File: src/design/oal_ram.sv
// generic single write port, single read port ram with registered read data
module oal_ram #(
    parameter int WIDTH = 32,
    parameter int DEPTH = 128
) (
    input  logic                     clk,
    input  logic                     we,
    input  logic [$clog2(DEPTH)-1:0] waddr,
    input  logic [WIDTH-1:0]         wdata,
    input  logic [$clog2(DEPTH)-1:0] raddr,
    output logic [WIDTH-1:0]         rdata
);

    logic [WIDTH-1:0] mem [DEPTH];

    // write port
    always_ff @(posedge clk)
    begin
        if (we)
        begin
            mem[waddr] <= wdata;
        end
    end

    // registered read port
    always_ff @(posedge clk)
    begin
        rdata <= mem[raddr];
    end

endmodule

File: config.mk
export PLATFORM = sky130hd
export DESIGN_NAME = oal_ram
export DESIGN_NICKNAME = d
export VERILOG_FILES = /design/src/design/oal_ram.sv
export SDC_FILE = /design/constraint.sdc
export NUM_CORES = 2
export LEC_CHECK = 0
export BUFFER_PORTS_ARGS = -buffer_cell sky130_fd_sc_hd__buf_2
export CAP_MARGIN = 25
export CORE_ASPECT_RATIO = 0.5
export CORE_UTILIZATION = 45
export DETAILED_ROUTE_END_ITERATION = 12
export MAX_ROUTING_LAYER = met4
export PLACE_DENSITY = 0.72
export RECOVER_POWER = 25
export SLEW_MARGIN = 15
export SYNTH_ARGS = -nofsm -noshare
export SYNTH_HDL_FRONTEND = slang
export SYNTH_SLANG_ARGS = --single-unit
File: constraint.sdc
create_clock -name clk -period 5.2 [get_ports clk]
set_input_delay 0.78 -clock clk [delete_from_list [all_inputs] [get_ports clk]]
set_output_delay 0.78 -clock clk [all_outputs]
set_load 0.01 [all_outputs]
==> summary.txt <==
Power and ir drop
  • P_sw: 14.32 mW
  • Power per standard cell area: 380.6 nW/um^2
  • Internal power: 53.22 mW
  • Seq pwr share: 54.6%
  • Switching Share: 21.21%
  • Static leakage: 53.93 nW
  • Logic pwr share: 5.3%
  • Clock share of power: 40.0%
  • Peak VDD IR: 0.2794 mV

CTS
  • # resized after CTS: 0
  • Worst skew pair latency: 910 ps
  • Num CTS Buffers: 370
  • CTS tree: built
  • Clock Tree Buf Depth: 4
  • Clock transition at path regs: 70 ps
  • H-tree levels: 5
  • CTS sink count: 4128
  • Root Driver: clkbuf_16
  • Setup bufs post-CTS: 0
  • CTS Hold Bufs: 0

Place
  • IO Port Bufs: 79
  • Gpl congestion: 0.8651
  • Post-DP HPWL: 220.9 mm
  • Cells after DPL: 10700

Logic synthesis
  • Post-synth EDFFs: 4096
  • Most frequent cell after synthesis: edfxtp_1
  • Synth area leaders: edfxtp_1 79%, mux4_2 19%, clkbuf_1 0.44%
  • Ys Warns: 0
  • Post-synthesis instance total: 5990
  • Sequential share of the synthesized area: 79.12%
  • Area leader, netlist: edfxtp_1
  • Post-Syn Area: 156300 sq um
  • Async S/R FF share, synth: 0%
  • Ys flop type: edfxtp_1
  • Yosys cell types: 17
  • Mapped Avg Cell Area: 26.09 sq um
  • Commonest cells post-synth: 4096 x edfxtp_1, 1344 x mux4_2, 182 x clkbuf_1, 122 x nor2_1, 79 x buf_2
  • Post-synth top area share: 78.71%
  • Syn Nets: 6038
  • FF+latch count, synth: 4128

Drt
  • DRT Wirelength: 398.3 mm
  • Via count: 71920
  • Post-DR wirelength/cell: 34.92 um
  • Antenna-violating nets left: 0
  • # DRC: 0
  • DR vias/cell: 6.305
  • Initial DRC Count: 11430
  • DRT Pass-1 Iters: 5

Floorplanning
  • Standard-cell row count: 152
  • Die Area: 349800 sq um
  • Core area: 344200 sq um
  • Die H: 418.7 um
  • # IOs: 80
  • Initial Utilization: 45.40%
  • Die W: 835.4 um

Worst setup path
  • Critical path's largest stage delay: 2810 ps
  • Worst path cell trace: clkbuf_1 > buf_4
  • Crit start category: primary input
  • Reg2reg start: mem[39][4]
  • Kind of end point of the critical path: flip-flop
  • Worst path top cell family by delay: buffers and inverters
  • Crit path max-delay cell type: clkbuf_1
  • Worst EP required: 5800 ps
  • Crit path from: wdata[2]
  • Worst Path Arrival: 4710 ps
  • Crit Path Class: primary input to flip-flop
  • Worst-path fanout max: 74
  • Critical path buffer and inverter count: 2

Finish
  • Layout cells sized above 1: 35.98%
  • Filler cells: 25360
  • Total Nets Final: 6500
  • Layout area overhead: 13.56%
  • Layout Cells excl Fill: 11410

GRT
  • GRT Total Usage: 23.14%
  • Largest net degree at the start of global routing: 95
  • Antenna violations before repair: 57
  • Global-route wire length before repair: 552.7 mm
  • Aggregate global routing overflow: 0
  • Vias in the first global route: 71250

STA
  • Setup TNS Final: 0 ps
  • Relative slew slack: -189.4%
  • Tmin final: 4110 ps
  • Fin. max-slew vios: 1931
  • Final Hold Fails: 0
  • Unrepaired setup endpoints after global routing: false
  • Clock Skew: 31.53 ps
  • Actual slew at the worst max-slew pin: 4341 ps
  • Period utilization: 79.03%
  • Max Fclk: 243.3 MHz
  • Setup violations, final: 0
  • Hold slack: 611.1 ps

Outcome
  • Status: complete, but fails checks
  • Failing checks: capacitance limit, slew limit

Worst hold path
  • Worst min path class: primary input to flip-flop
  • Hold_sp: wdata[4]

Job
  • Max_cap viols: 28
per-layer routing:
metal  up-vias  track usage, %  wire (um)
li1      27340               -          -
met1     38800           32.25     148200
met2      5135           34.03     183100
met3       640           5.910      54390
met4         0           7.151      12660
met5         -               -          0
layout by cell type (no fill, tap or decap):
master,n
or3_1,1
clkinv_4,8
clkinv_2,79
nor2_4,119
diode_2,36
clkbuf_8,13
nand3_1,8
buf_2,41
nand4_1,3
clkinv_16,1
nand2b_1,2
bufinv_16,29
nand2_2,3
dfxtp_1,32
buf_6,1
buf_4,254
inv_6,7
nand2_1,11
clkbuf_1,104
nor2_1,3
inv_16,2
edfxtp_1,4096
clkinv_8,2
clkinvlp_4,20
buf_8,3
clkinv_1,56
buf_12,75
nor3_2,9
nand3_2,4
clkbuf_16,380
mux4_2,1344
mux2_2,32
buf_16,2
nor2b_2,1
nor2b_1,6
final cells by class:
cell class | instances | area, sq um | area share (%)
Antenna cell | 36 | 90.09 | 0.05076
Clock buffer | 467 | 9966 | 5.616
Clock inverter | 204 | 1861 | 1.048
Multi-Input combinational cell | 1546 | 32290 | 18.20
Sequential cell | 4128 | 123600 | 69.67
Tap cell | 4620 | 5781 | 3.257
Timing Repair Buffer | 406 | 3837 | 2.162
through the flow:
step	util (%)	setup slack, ps	area (sq um)	power [mW]
finish	51.55	1090	177500	67.54
floorplan	-	1181	156300	39.28
global placement	48.11	1008	165600	41.07
CTS	51.54	1946	177400	67.63
global route	51.55	975.5	177500	69.00
detailed placement	48.11	999.7	165600	41.13
worst paths after layout:
kind / end / slack [ps] / cells after the start
worst min-delay path: mem[2][4] / 610 / 1
worst max register to register: rdata[4] / 2540 / 4
worst max-delay path: mem[11][2] / 1090 / 2
worst min register to register: rdata[30] / 1120 / 4
power groups by stage:
stage | registers, mW | clock network (mW) | logic, mW
after floorplan | 37.5 | 0 | 1.77
after global placement | 37.6 | 0 | 3.50
after detailed placement | 37.6 | 0 | 3.55
after CTS | 36.9 | 27.2 | 3.57
after global routing | 36.9 | 28.4 | 3.73
final | 36.9 | 27.0 | 3.61
state kept, by name, indices dropped and copies added (netlist names):
| name | flops |
|---|---|
| mem | 4096 |
| rdata | 32 |
cells by family after synthesis:
logic type    Yosys count  share of synthesized area (%)
flops                4128                          79.12
buf+inv               316                         0.8391
simple gates          170                         0.4460
mux                  1376                          19.60
No activity file was read; power rests on OpenSTA's default activity.
